**src/hw/rtl/assert_macros.svh**
```systemverilog
// Assertion macros for the RTL file that checks its own behavior.
`ifndef ASSERT_MACROS_SVH
`define ASSERT_MACROS_SVH

// Check a property on every rising clk edge outside reset.
`define ASSERT_CLK(label, prop, msg) \
    label: assert property (@(posedge clk) disable iff (!rst_n) prop) else $error(msg);

// Check that a condition never holds on a rising clk edge outside reset.
`define ASSERT_NEVER(label, cond, msg) \
    `ASSERT_CLK(label, !(cond), msg)

`endif

```
**src/hw/rtl/rrq_pkg.sv**
```systemverilog
// Types and constants of the request retry queue controller.
package rrq_pkg;

    localparam int QLEN_W      = 5;
    localparam int TRIES_W     = 4;
    localparam int TIMEOUT_W   = 16;
    localparam int TOTAL_W     = 20;
    localparam int CFG_INDEX_W = 2;
    localparam int CFG_DATA_W  = 16;
    localparam int ACTION_W    = 3;

    localparam int OFIFO_DEPTH = 4;
    localparam int OFIFO_PTR_W = 2;
    localparam int OFIFO_CNT_W = 3;

    localparam logic [QLEN_W-1:0]    MAX_QUEUE_LEN_RST = 5'd16;
    localparam logic [TRIES_W-1:0]   MAX_RETRIES_RST   = 4'd3;
    localparam logic [TIMEOUT_W-1:0] TIMEOUT_TICKS_RST = 16'd1000;

    localparam logic [TIMEOUT_W-1:0] WAIT_MAX  = 16'hFFFF;
    localparam logic [TOTAL_W-1:0]   TOTAL_MAX = 20'hFFFFF;

    localparam logic [CFG_INDEX_W-1:0] CFG_MAX_QUEUE_LEN = 2'd0;
    localparam logic [CFG_INDEX_W-1:0] CFG_MAX_RETRIES   = 2'd1;
    localparam logic [CFG_INDEX_W-1:0] CFG_TIMEOUT_TICKS = 2'd2;

    typedef enum logic [1:0] {
        PH_IDLE = 2'd0,
        PH_SEND = 2'd1,
        PH_WAIT = 2'd2
    } phase_t;

    typedef enum logic [1:0] {
        KIND_ENQ    = 2'd0,
        KIND_TICK   = 2'd1,
        KIND_STATUS = 2'd2,
        KIND_REPLY  = 2'd3
    } kind_t;

    typedef enum logic [ACTION_W-1:0] {
        ACT_ACCEPTED  = 3'd0,
        ACT_DROPPED   = 3'd1,
        ACT_SEND_REQ  = 3'd2,
        ACT_RECONNECT = 3'd3,
        ACT_REPLY     = 3'd4,
        ACT_GAVE_UP   = 3'd5,
        ACT_SENT      = 3'd6
    } action_t;

    typedef struct packed {
        logic shift;
        logic load;
    } rrq_cell_ctl_t;

endpackage

```
**src/hw/rtl/rrq_cell.sv**
```systemverilog
// Queue cell: holds a word; pop takes the neighbor's, load takes new data.
module rrq_cell
    import rrq_pkg::*;
#(
    parameter int WIDTH = 32
)
(
    input  logic             clk,
    input  rrq_cell_ctl_t    ctl,
    input  logic [WIDTH-1:0] from_next,
    input  logic [WIDTH-1:0] load_data,
    output logic [WIDTH-1:0] data
);

    logic [WIDTH-1:0] data_reg;
    logic [WIDTH-1:0] data_next;

    always_comb
    begin
        data_next = data_reg;
        if (ctl.shift)
        begin
            data_next = from_next;
        end
        else if (ctl.load)
        begin
            data_next = load_data;
        end
    end

    always_ff @(posedge clk)
    begin
        data_reg <= data_next;
    end

    assign data = data_reg;

endmodule

```
**src/hw/rtl/rrq_out_fifo.sv**
```systemverilog
// Result buffer: takes up to two results per cycle, hands out one per transfer.
module rrq_out_fifo
    import rrq_pkg::*;
#(
    parameter int WIDTH = 92
)
(
    input  logic             clk,
    input  logic             rst_n,
    input  logic [1:0]       wr_num,
    input  logic [WIDTH-1:0] wr_data0,
    input  logic [WIDTH-1:0] wr_data1,
    output logic             rd_valid,
    input  logic             rd_stall,
    output logic [WIDTH-1:0] rd_data,
    output logic             no_room
);

    logic [WIDTH-1:0]       mem [OFIFO_DEPTH];
    logic [OFIFO_PTR_W-1:0] wr_ptr_reg;
    logic [OFIFO_PTR_W-1:0] wr_ptr_next;
    logic [OFIFO_PTR_W-1:0] rd_ptr_reg;
    logic [OFIFO_PTR_W-1:0] rd_ptr_next;
    logic [OFIFO_CNT_W-1:0] count_reg;
    logic [OFIFO_CNT_W-1:0] count_next;
    logic                   pop;

    assign rd_valid = (count_reg != '0);
    assign pop      = rd_valid && !rd_stall;
    assign rd_data  = mem[rd_ptr_reg];
    assign no_room  = (count_reg > OFIFO_CNT_W'(OFIFO_DEPTH - 2));

    always_comb
    begin
        wr_ptr_next = wr_ptr_reg + OFIFO_PTR_W'(wr_num);
        rd_ptr_next = rd_ptr_reg + OFIFO_PTR_W'(pop);
        count_next  = count_reg + OFIFO_CNT_W'(wr_num) - OFIFO_CNT_W'(pop);
    end

    always_ff @(posedge clk)
    begin
        if (wr_num != 2'd0)
        begin
            mem[wr_ptr_reg] <= wr_data0;
        end
        if (wr_num == 2'd2)
        begin
            mem[wr_ptr_reg + OFIFO_PTR_W'(1)] <= wr_data1;
        end
    end

    always_ff @(posedge clk or negedge rst_n)
    begin
        if (!rst_n)
        begin
            wr_ptr_reg <= '0;
            rd_ptr_reg <= '0;
            count_reg  <= '0;
        end
        else
        begin
            wr_ptr_reg <= wr_ptr_next;
            rd_ptr_reg <= rd_ptr_next;
            count_reg  <= count_next;
        end
    end

endmodule

```
**src/hw/rtl/request_retry_queue_controller.sv**
```systemverilog
// Top level: payload queue of cells, send/retry state machine, result buffer.
//
//  channel | direction | handshake          | payload
//  in      | input     | in_valid/in_stall  | kind, payload, send_ok, reply_data
//  out     | output    | out_valid/out_stall| action, out_payload, out_reply,
//          |           |                    | tries_used, elapsed_ticks, last
//  cfg     | input     | cfg_valid/cfg_ready| cfg_index, cfg_data
//
//  One item per cycle unless stalled; results enter the buffer at the same edge.
//  From an empty buffer a result is on out the cycle after its input transfer.
//  in_stall rises when the four-entry result buffer holds more than two results.
//  A queue pop shifts every cell toward the head together.
//  Reset clears state and counters, loads config defaults; cells are not cleared.
module request_retry_queue_controller
    import rrq_pkg::*;
#(
    parameter int QUEUE_DEPTH   = 16,
    parameter int PAYLOAD_WIDTH = 32,
    parameter int REPLY_WIDTH   = 32
)
(
    input  logic                     clk,
    input  logic                     rst_n,
    input  logic                     in_valid,
    output logic                     in_stall,
    input  logic [1:0]               kind,
    input  logic [PAYLOAD_WIDTH-1:0] payload,
    input  logic                     send_ok,
    input  logic [REPLY_WIDTH-1:0]   reply_data,
    output logic                     out_valid,
    input  logic                     out_stall,
    output logic [ACTION_W-1:0]      action,
    output logic [PAYLOAD_WIDTH-1:0] out_payload,
    output logic [REPLY_WIDTH-1:0]   out_reply,
    output logic [TRIES_W-1:0]       tries_used,
    output logic [TOTAL_W-1:0]       elapsed_ticks,
    output logic                     last,
    input  logic                     cfg_valid,
    output logic                     cfg_ready,
    input  logic [CFG_INDEX_W-1:0]   cfg_index,
    input  logic [CFG_DATA_W-1:0]    cfg_data
);

`include "assert_macros.svh"

    localparam int CW    = $clog2(QUEUE_DEPTH + 1);
    localparam int LW    = (CW > QLEN_W) ? CW : QLEN_W;
    localparam int RES_W = ACTION_W + PAYLOAD_WIDTH + REPLY_WIDTH + TRIES_W + TOTAL_W + 1;
    localparam logic [LW-1:0] DEPTH_L = LW'(QUEUE_DEPTH);

    logic [QLEN_W-1:0]    max_queue_len_reg;
    logic [TRIES_W-1:0]   max_retries_reg;
    logic [TIMEOUT_W-1:0] timeout_ticks_reg;

    phase_t               phase_reg;
    phase_t               phase_next;
    logic [TRIES_W-1:0]   tries_left_reg;
    logic [TRIES_W-1:0]   tries_left_next;
    logic [TIMEOUT_W-1:0] wait_reg;
    logic [TIMEOUT_W-1:0] wait_next;
    logic [TOTAL_W-1:0]   total_reg;
    logic [TOTAL_W-1:0]   total_next;
    logic [PAYLOAD_WIDTH-1:0] cur_payload_reg;
    logic [PAYLOAD_WIDTH-1:0] cur_payload_next;
    logic [CW-1:0]        fifo_count_reg;
    logic [CW-1:0]        fifo_count_next;

    logic                 in_accept;
    logic                 push;
    logic                 pop;
    logic [LW-1:0]        limit;
    logic [LW-1:0]        qlen_ext;
    logic                 can_push;
    logic [TRIES_W-1:0]   eff_retries;
    logic [TRIES_W-1:0]   used;
    logic [TOTAL_W-1:0]   total_inc;

    logic [1:0]               res_num;
    action_t                  act0;
    action_t                  act1;
    logic [PAYLOAD_WIDTH-1:0] pay0;
    logic [PAYLOAD_WIDTH-1:0] pay1;
    logic [REPLY_WIDTH-1:0]   rep0;
    logic [TRIES_W-1:0]       tries0;
    logic [TOTAL_W-1:0]       el0;
    logic [TOTAL_W-1:0]       el1;
    logic [RES_W-1:0]         res_data0;
    logic [RES_W-1:0]         res_data1;
    logic [RES_W-1:0]         rd_data;
    logic                     ofifo_no_room;

    logic [PAYLOAD_WIDTH-1:0] cell_data [QUEUE_DEPTH];
    rrq_cell_ctl_t            cell_ctl  [QUEUE_DEPTH];

    assign in_stall  = ofifo_no_room;
    assign in_accept = in_valid && !in_stall;
    assign cfg_ready = 1'b1;

    always_ff @(posedge clk or negedge rst_n)
    begin
        if (!rst_n)
        begin
            max_queue_len_reg <= MAX_QUEUE_LEN_RST;
            max_retries_reg   <= MAX_RETRIES_RST;
            timeout_ticks_reg <= TIMEOUT_TICKS_RST;
        end
        else if (cfg_valid && cfg_ready)
        begin
            case (cfg_index)
                CFG_MAX_QUEUE_LEN: max_queue_len_reg <= cfg_data[QLEN_W-1:0];
                CFG_MAX_RETRIES:   max_retries_reg   <= cfg_data[TRIES_W-1:0];
                CFG_TIMEOUT_TICKS: timeout_ticks_reg <= cfg_data[TIMEOUT_W-1:0];
                default:           ;
            endcase
        end
    end

    // Payload queue: cell 0 is the head.
    generate
        for (genvar i = 0; i < QUEUE_DEPTH; i++)
        begin : g_cell
            logic [PAYLOAD_WIDTH-1:0] from_next;

            if (i == QUEUE_DEPTH - 1)
            begin : g_tail
                assign from_next = '0;
            end
            else
            begin : g_mid
                assign from_next = cell_data[i+1];
            end

            assign cell_ctl[i].shift = pop;
            assign cell_ctl[i].load  = push && (fifo_count_reg == CW'(i));

            rrq_cell #(
                .WIDTH(PAYLOAD_WIDTH)
            ) u_cell (
                .clk      (clk),
                .ctl      (cell_ctl[i]),
                .from_next(from_next),
                .load_data(payload),
                .data     (cell_data[i])
            );
        end
    endgenerate

    assign qlen_ext    = LW'(max_queue_len_reg);
    assign limit       = (qlen_ext > DEPTH_L) ? DEPTH_L : qlen_ext;
    assign can_push    = (LW'(fifo_count_reg) < limit);
    assign eff_retries = (max_retries_reg == '0) ? TRIES_W'(1) : max_retries_reg;
    assign used        = (eff_retries > tries_left_reg) ? (eff_retries - tries_left_reg) : '0;
    assign total_inc   = (total_reg == TOTAL_MAX) ? total_reg : (total_reg + TOTAL_W'(1));

    always_comb
    begin
        phase_next       = phase_reg;
        tries_left_next  = tries_left_reg;
        wait_next        = wait_reg;
        total_next       = total_reg;
        cur_payload_next = cur_payload_reg;
        fifo_count_next  = fifo_count_reg;
        push             = 1'b0;
        pop              = 1'b0;
        res_num          = 2'd0;
        act0             = ACT_ACCEPTED;
        act1             = ACT_ACCEPTED;
        pay0             = '0;
        pay1             = '0;
        rep0             = '0;
        tries0           = '0;
        el0              = '0;
        el1              = '0;
        if (in_accept)
        begin
            case (kind_t'(kind))
                KIND_ENQ:
                begin
                    res_num = 2'd1;
                    if (can_push)
                    begin
                        push            = 1'b1;
                        fifo_count_next = fifo_count_reg + CW'(1);
                        act0            = ACT_ACCEPTED;
                    end
                    else
                    begin
                        act0 = ACT_DROPPED;
                    end
                end
                KIND_TICK:
                begin
                    case (phase_reg)
                        PH_SEND:
                        begin
                            total_next = total_inc;
                        end
                        PH_WAIT:
                        begin
                            total_next = total_inc;
                            if (wait_reg >= timeout_ticks_reg)
                            begin
                                res_num   = 2'd2;
                                act0      = ACT_RECONNECT;
                                wait_next = '0;
                                pay1      = cur_payload_reg;
                                if (tries_left_reg == '0)
                                begin
                                    phase_next = PH_IDLE;
                                    act1       = ACT_GAVE_UP;
                                    el1        = total_inc;
                                end
                                else
                                begin
                                    tries_left_next = tries_left_reg - TRIES_W'(1);
                                    phase_next      = PH_SEND;
                                    act1            = ACT_SEND_REQ;
                                end
                            end
                            else if (wait_reg != WAIT_MAX)
                            begin
                                wait_next = wait_reg + TIMEOUT_W'(1);
                            end
                        end
                        default:
                        begin
                            if (fifo_count_reg != '0)
                            begin
                                pop              = 1'b1;
                                fifo_count_next  = fifo_count_reg - CW'(1);
                                cur_payload_next = cell_data[0];
                                tries_left_next  = eff_retries - TRIES_W'(1);
                                total_next       = '0;
                                wait_next        = '0;
                                phase_next       = PH_SEND;
                                res_num          = 2'd1;
                                act0             = ACT_SEND_REQ;
                                pay0             = cell_data[0];
                            end
                        end
                    endcase
                end
                KIND_STATUS:
                begin
                    if (phase_reg == PH_SEND)
                    begin
                        res_num = 2'd1;
                        if (send_ok)
                        begin
                            phase_next = PH_WAIT;
                            wait_next  = '0;
                            act0       = ACT_SENT;
                        end
                        else
                        begin
                            phase_next = PH_IDLE;
                            act0       = ACT_RECONNECT;
                        end
                    end
                end
                KIND_REPLY:
                begin
                    if (phase_reg == PH_WAIT)
                    begin
                        phase_next = PH_IDLE;
                        res_num    = 2'd1;
                        act0       = ACT_REPLY;
                        rep0       = reply_data;
                        tries0     = used;
                        el0        = total_reg;
                    end
                end
                default: ;
            endcase
        end
    end

    always_ff @(posedge clk or negedge rst_n)
    begin
        if (!rst_n)
        begin
            phase_reg       <= PH_IDLE;
            tries_left_reg  <= '0;
            wait_reg        <= '0;
            total_reg       <= '0;
            cur_payload_reg <= '0;
            fifo_count_reg  <= '0;
        end
        else
        begin
            phase_reg       <= phase_next;
            tries_left_reg  <= tries_left_next;
            wait_reg        <= wait_next;
            total_reg       <= total_next;
            cur_payload_reg <= cur_payload_next;
            fifo_count_reg  <= fifo_count_next;
        end
    end

    assign res_data0 = {act0, pay0, rep0, tries0, el0, (res_num == 2'd1)};
    assign res_data1 = {act1, pay1, {REPLY_WIDTH{1'b0}}, {TRIES_W{1'b0}}, el1, 1'b1};

    rrq_out_fifo #(
        .WIDTH(RES_W)
    ) u_out_fifo (
        .clk     (clk),
        .rst_n   (rst_n),
        .wr_num  (res_num),
        .wr_data0(res_data0),
        .wr_data1(res_data1),
        .rd_valid(out_valid),
        .rd_stall(out_stall),
        .rd_data (rd_data),
        .no_room (ofifo_no_room)
    );

    assign {action, out_payload, out_reply, tries_used, elapsed_ticks, last} = rd_data;

    `ASSERT_NEVER(a_count_bound, fifo_count_reg > CW'(QUEUE_DEPTH), "queue count above depth")
    `ASSERT_CLK(a_out_drain, $fell(out_valid) |-> $past(out_valid && !out_stall), "result lost")
    `ASSERT_CLK(a_pop_count, pop |=> (fifo_count_reg == $past(fifo_count_reg) - CW'(1)), "bad pop")

endmodule

```
**config.mk**
```make
export PLATFORM = sky130hd
export DESIGN_NAME = request_retry_queue_controller
export DESIGN_NICKNAME = d
export VERILOG_FILES = /design/src/hw/rtl/rrq_pkg.sv /design/src/hw/rtl/rrq_cell.sv /design/src/hw/rtl/rrq_out_fifo.sv /design/src/hw/rtl/request_retry_queue_controller.sv
export VERILOG_INCLUDE_DIRS = /design/src /design/src/hw/rtl
export SDC_FILE = /design/constraint.sdc
export NUM_CORES = 1
export LEC_CHECK = 0
export ABC_CLOCK_PERIOD_IN_PS = 5900
export BUFFER_PORTS_ARGS = -buffer_cell sky130_fd_sc_hd__buf_4
export CAP_MARGIN = 20
export CORE_MARGIN = 4
export CORE_UTILIZATION = 60
export CTS_BUF_LIST = sky130_fd_sc_hd__clkbuf_16
export DETAILED_ROUTE_END_ITERATION = 7
export PLACE_DENSITY = 0.88
export SLEW_MARGIN = 40
export SYNTH_ARGS = -nofsm -noshare
export SYNTH_HDL_FRONTEND = slang
export SYNTH_SLANG_ARGS = --single-unit
```
**constraint.sdc**
```tcl
create_clock -name clk -period 5.9 [get_ports clk]
set_clock_uncertainty 0.15 [all_clocks]
set_input_delay 0.59 -clock clk [delete_from_list [all_inputs] [get_ports clk]]
set_output_delay 0.59 -clock clk [all_outputs]
set_load 0.01 [all_outputs]
```
==> impl.org <==
** Setup path
- In this run the worst path has a maximum fanout of 49.
- Endpoint kind of the worst setup timing path :: flip-flop
- Setup slack on the worst reg-to-reg path comes out at 1.80 ns.
- The critical path ends at u_out_fifo.mem[2][91].
- Worst flop-to-flop path startpoint :: timeout_ticks_reg[9]
- Endpoint required time on the critical path :: 6.12 ns
- Arrival time of the worst setup path :: 4.32 ns
- The worst setup path is launched from a flip-flop.
- In this run the worst setup path begins at timeout_ticks_reg[9].
- The worst register-to-register path ends at u_out_fifo.mem[2][91].
- Worst setup path class :: reg -> reg
- Reg2Reg Depth :: 10

** Drt
- Summed over all nets, wire length on met3 after detailed routing comes to 9940 um.
- Wire segments on met2 add up to 54400 um in the final route.
- DRC viols :: 0
- The highest layer touched by signal routing is met5.
- Wire length on met1 :: 40400 um
- After detailed routing, the number of vias per cell comes to 6.67.
- Aggregate routed wire length :: 109000 um
- Number of vias in the routed layout :: 30100
- Count of antenna-violating nets left after detailed routing :: 0
- Drt wl/cell :: 24.1 um
- Starting DRT DRC Count :: 3720
- Detailed-router iteration count before antenna repair :: 6

** Final layout
- Most frequent cells in the layout :: sky130_fd_sc_hd__edfxtp_1, sky130_fd_sc_hd__a21o_1, sky130_fd_sc_hd__nand2_1, sky130_fd_sc_hd__buf_4, sky130_fd_sc_hd__dfxtp_1
- Area overhead of the layout relative to synthesis :: 12.7%
- The library cell used most frequently in the layout, excluding fill and tap cells, is sky130_fd_sc_hd__edfxtp_1.
- The finished cells cover 49700 sq um.
- For this run, the post-layout net count is 3605.
- Final Util :: 68.1%
- Max FFs per register :: 512
- Non-filler instance count after layout :: 4513
- Of the cells placed in the final design, the portion with a size suffix greater than 1 is 16.3%.

** Clock network
- CTS saw 991 sinks.
- Clock root buffer master :: sky130_fd_sc_hd__clkbuf_16
- Number of H-tree levels :: 3
- Largest buffer count on any clock path :: 3
- Clock latency on the worst-skew pair, taken at its later pin, is 0.68 ns.
- Number of gates resized after cts :: 0
- TritonCTS built the clock tree.
- Number of setup buffers added after CTS :: 0
- Clock-pin slew was measured on the worst setup and hold paths at 0.06 ns.
- Inserted Clock Buffers :: 97

** STA
- Total of endpoints with negative setup slack in the final report :: 0
- Total Neg Setup Slack :: 0 ns
- Counting I/O delays and the setup requirement, the final critical path takes 4.10 ns.
- Final Slew Violations :: 0
- Setup repair after global routing missed its margin :: no
- Fmax achieved :: 244 MHz
- Max-slew headroom :: 42.6%
- Slew at the pin with the worst max-slew slack :: 0.862 ns
- The hold violation count in the final report was 0.
- Part of the cycle the worst path needs :: 69.5%

** Power
- For this design the total switching power over the nets is 6.31 mW.
- Cell area power density :: 406 nW/um^2
- Proportion of power drawn by combinational gates :: 26.5%
- Internal power contribution :: 13.9 mW
- The clock network burns 29.4% of the power.
- Fraction of power spent switching nets :: 31.3%
- Worst vdd ir :: 0.395 mV
- Overall power consumption after layout is estimated at 20.2 mW.
- Static leakage power :: 20.5 nW
- Registers are responsible for 44.1% of the overall power.

** Yosys
- After synthesis, the mean cell area works out to 13.0 sq um.
- Syn Nets :: 3529
- Synthesis produced a netlist whose cell count is 3392.
- Number of synthesized register bits :: 991
- Combined area of all synthesized cells :: 44100 sq um
- In this run, distinct cell masters in the synthesized netlist total 87.
- Async set or reset register ratio after synthesis :: 11.2%
- The share of the Yosys chip area taken by registers is 62.2%.
- Yosys printed 0 warnings.
- The most used flip-flop cell after synthesis is sky130_fd_sc_hd__edfxtp_1.
- Cell taking the most area after synthesis :: sky130_fd_sc_hd__edfxtp_1
- In this run, synthesis inferred 700 flip-flops with an integrated enable.
- By area the synthesized netlist is led by sky130_fd_sc_hd__edfxtp_1, sky130_fd_sc_hd__a21o_1, sky130_fd_sc_hd__dfxtp_1, sky130_fd_sc_hd__dfrtp_1, sky130_fd_sc_hd__mux4_2.
- Share of Yosys cell area claimed by the top area cell type :: 47.7%

** Run
- Max-cap viol count :: 0

** Global route
- Wire length of the first global-routing pass :: 169000 um
- Total gr overflow :: 0
- The number of global-route vias before repair is 30300.
- Initial antenna violation count :: 3
- Gr usage total :: 27.1%
- Entering global routing, the biggest net connects 119 pins.

** Placed design
- Summing all placed instances gives a cell area of 46400 sq um.
- I/O Buffers :: 183
- Last weighted congestion value of the routability-driven placer :: 0.929
- The wire-length estimate of the detail-placed layout is 62700 um.
- Once placement completed, the tool counted placed cells totaling 4309.

** Min path
- The path class of the tightest hold or removal check is in -> reg.
- Min-delay src :: payload[15]

** Floorplanning
- The die is 279 um tall.
- The floorplan step defined a die boundary enclosing 77900 sq um.
- Die width :: 279 um
- Initial Util :: 60.4%
- Boundary pin count :: 185
- Placeable core region :: 73000 sq um
- Cell Rows :: 99

** Run status
- Run status :: complete, no violations
metrics by stage:
stage	worst slack, ns	hold slack (ns)
detailed placement	1.58	0.302
global placement	1.70	0.292
CTS	1.85	0.000169
global route	1.70	0.0351
floorplan	1.46	0.144
finish	1.80	0.0204
synth_stat cells, types with 39 or more instances:
library cell and number:
sky130_fd_sc_hd__o21ai_0 152, sky130_fd_sc_hd__a21oi_1 39, sky130_fd_sc_hd__o22ai_1 176, sky130_fd_sc_hd__inv_1 122, sky130_fd_sc_hd__dfrtp_1 102, sky130_fd_sc_hd__dfxtp_1 180, sky130_fd_sc_hd__mux4_2 92, sky130_fd_sc_hd__mux2i_1 126
sky130_fd_sc_hd__edfxtp_1 700, sky130_fd_sc_hd__nor2_1 74, sky130_fd_sc_hd__nand2_1 289, sky130_fd_sc_hd__nand3_1 44, sky130_fd_sc_hd__clkbuf_1 167, sky130_fd_sc_hd__buf_2 84, sky130_fd_sc_hd__ha_1 45, sky130_fd_sc_hd__a21o_1 507
worst min path at each step:
stage                                             to  slack, ns  cells after the start
after global routing      g_cell[15].u_cell.data[20]       0.04                      3
after floorplan                   cur_payload_reg[0]       0.14                      0
after detailed placement       u_out_fifo.mem[3][22]       0.30                      2
after global placement         u_out_fifo.mem[2][49]       0.29                      2
final                     g_cell[15].u_cell.data[15]       0.02                      3
after CTS                 g_cell[15].u_cell.data[12]     0.0002                      3
critical path, stage by stage, from the launching register on:
cell                      delay (ns)
sky130_fd_sc_hd__dfstp_2        0.52
sky130_fd_sc_hd__inv_1          0.04
sky130_fd_sc_hd__ha_1           0.32
sky130_fd_sc_hd__and4_1         0.23
sky130_fd_sc_hd__and3_1         0.20
sky130_fd_sc_hd__o31ai_4        0.51
sky130_fd_sc_hd__a21oi_4        0.21
sky130_fd_sc_hd__o21ai_4        0.19
sky130_fd_sc_hd__buf_4          0.53
sky130_fd_sc_hd__buf_4          0.68
sky130_fd_sc_hd__o21ai_0        0.22
cells by family (layout without fill, tap and decap cells):
kind of cell,after synthesis,in the layout,share of synthesized area [%]
other,1,2,0.00850
flip-flops,991,991,62.2
adder cells (fa/ha/maj),47,47,1.37
XOR/XNOR,15,15,0.298
AND/OR/NAND/NOR,615,615,6.70
multiplexers,243,243,8.20
AO/OA/AOI/OAI,1064,1064,17.2
buffers and inverters,416,577,4.03
power by group through the flow:
stage / combinational [mW] / clock (mW) / sequential (mW)
5_1_grt: 5.70 / 6.26 / 8.96
6_report: 5.34 / 5.94 / 8.90
3_5_place_dp: 5.19 / 0 / 8.98
2_1_floorplan: 3.50 / 0 / 8.75
4_1_cts: 5.29 / 5.96 / 8.87
3_3_place_gp: 4.82 / 0 / 9.03
per-layer routing:
layer	GRT usage, %	vias to the layer above
met3	4.57	334
met2	45.6	1972
li1	-	13000
met1	35.6	14800
met5	0	-
met4	10.7	4
final cells by class:
type,count,area [sq um]
clock inverter,87,606
antenna,1,2.50
fill,4513,23300
inverter,124,465
clock buffer,97,2430
tap,959,1200
timing repair buffer,269,2340
sequential,991,27400
multi-input combinational,1985,15200
what timing repair did:
action,4_1_cts,5_1_grt
hold endpoints to repair,61,0
hold buffers,15,0
endpoints found under the setup margin,0,0
No activity file was read; power rests on OpenSTA's default activity.
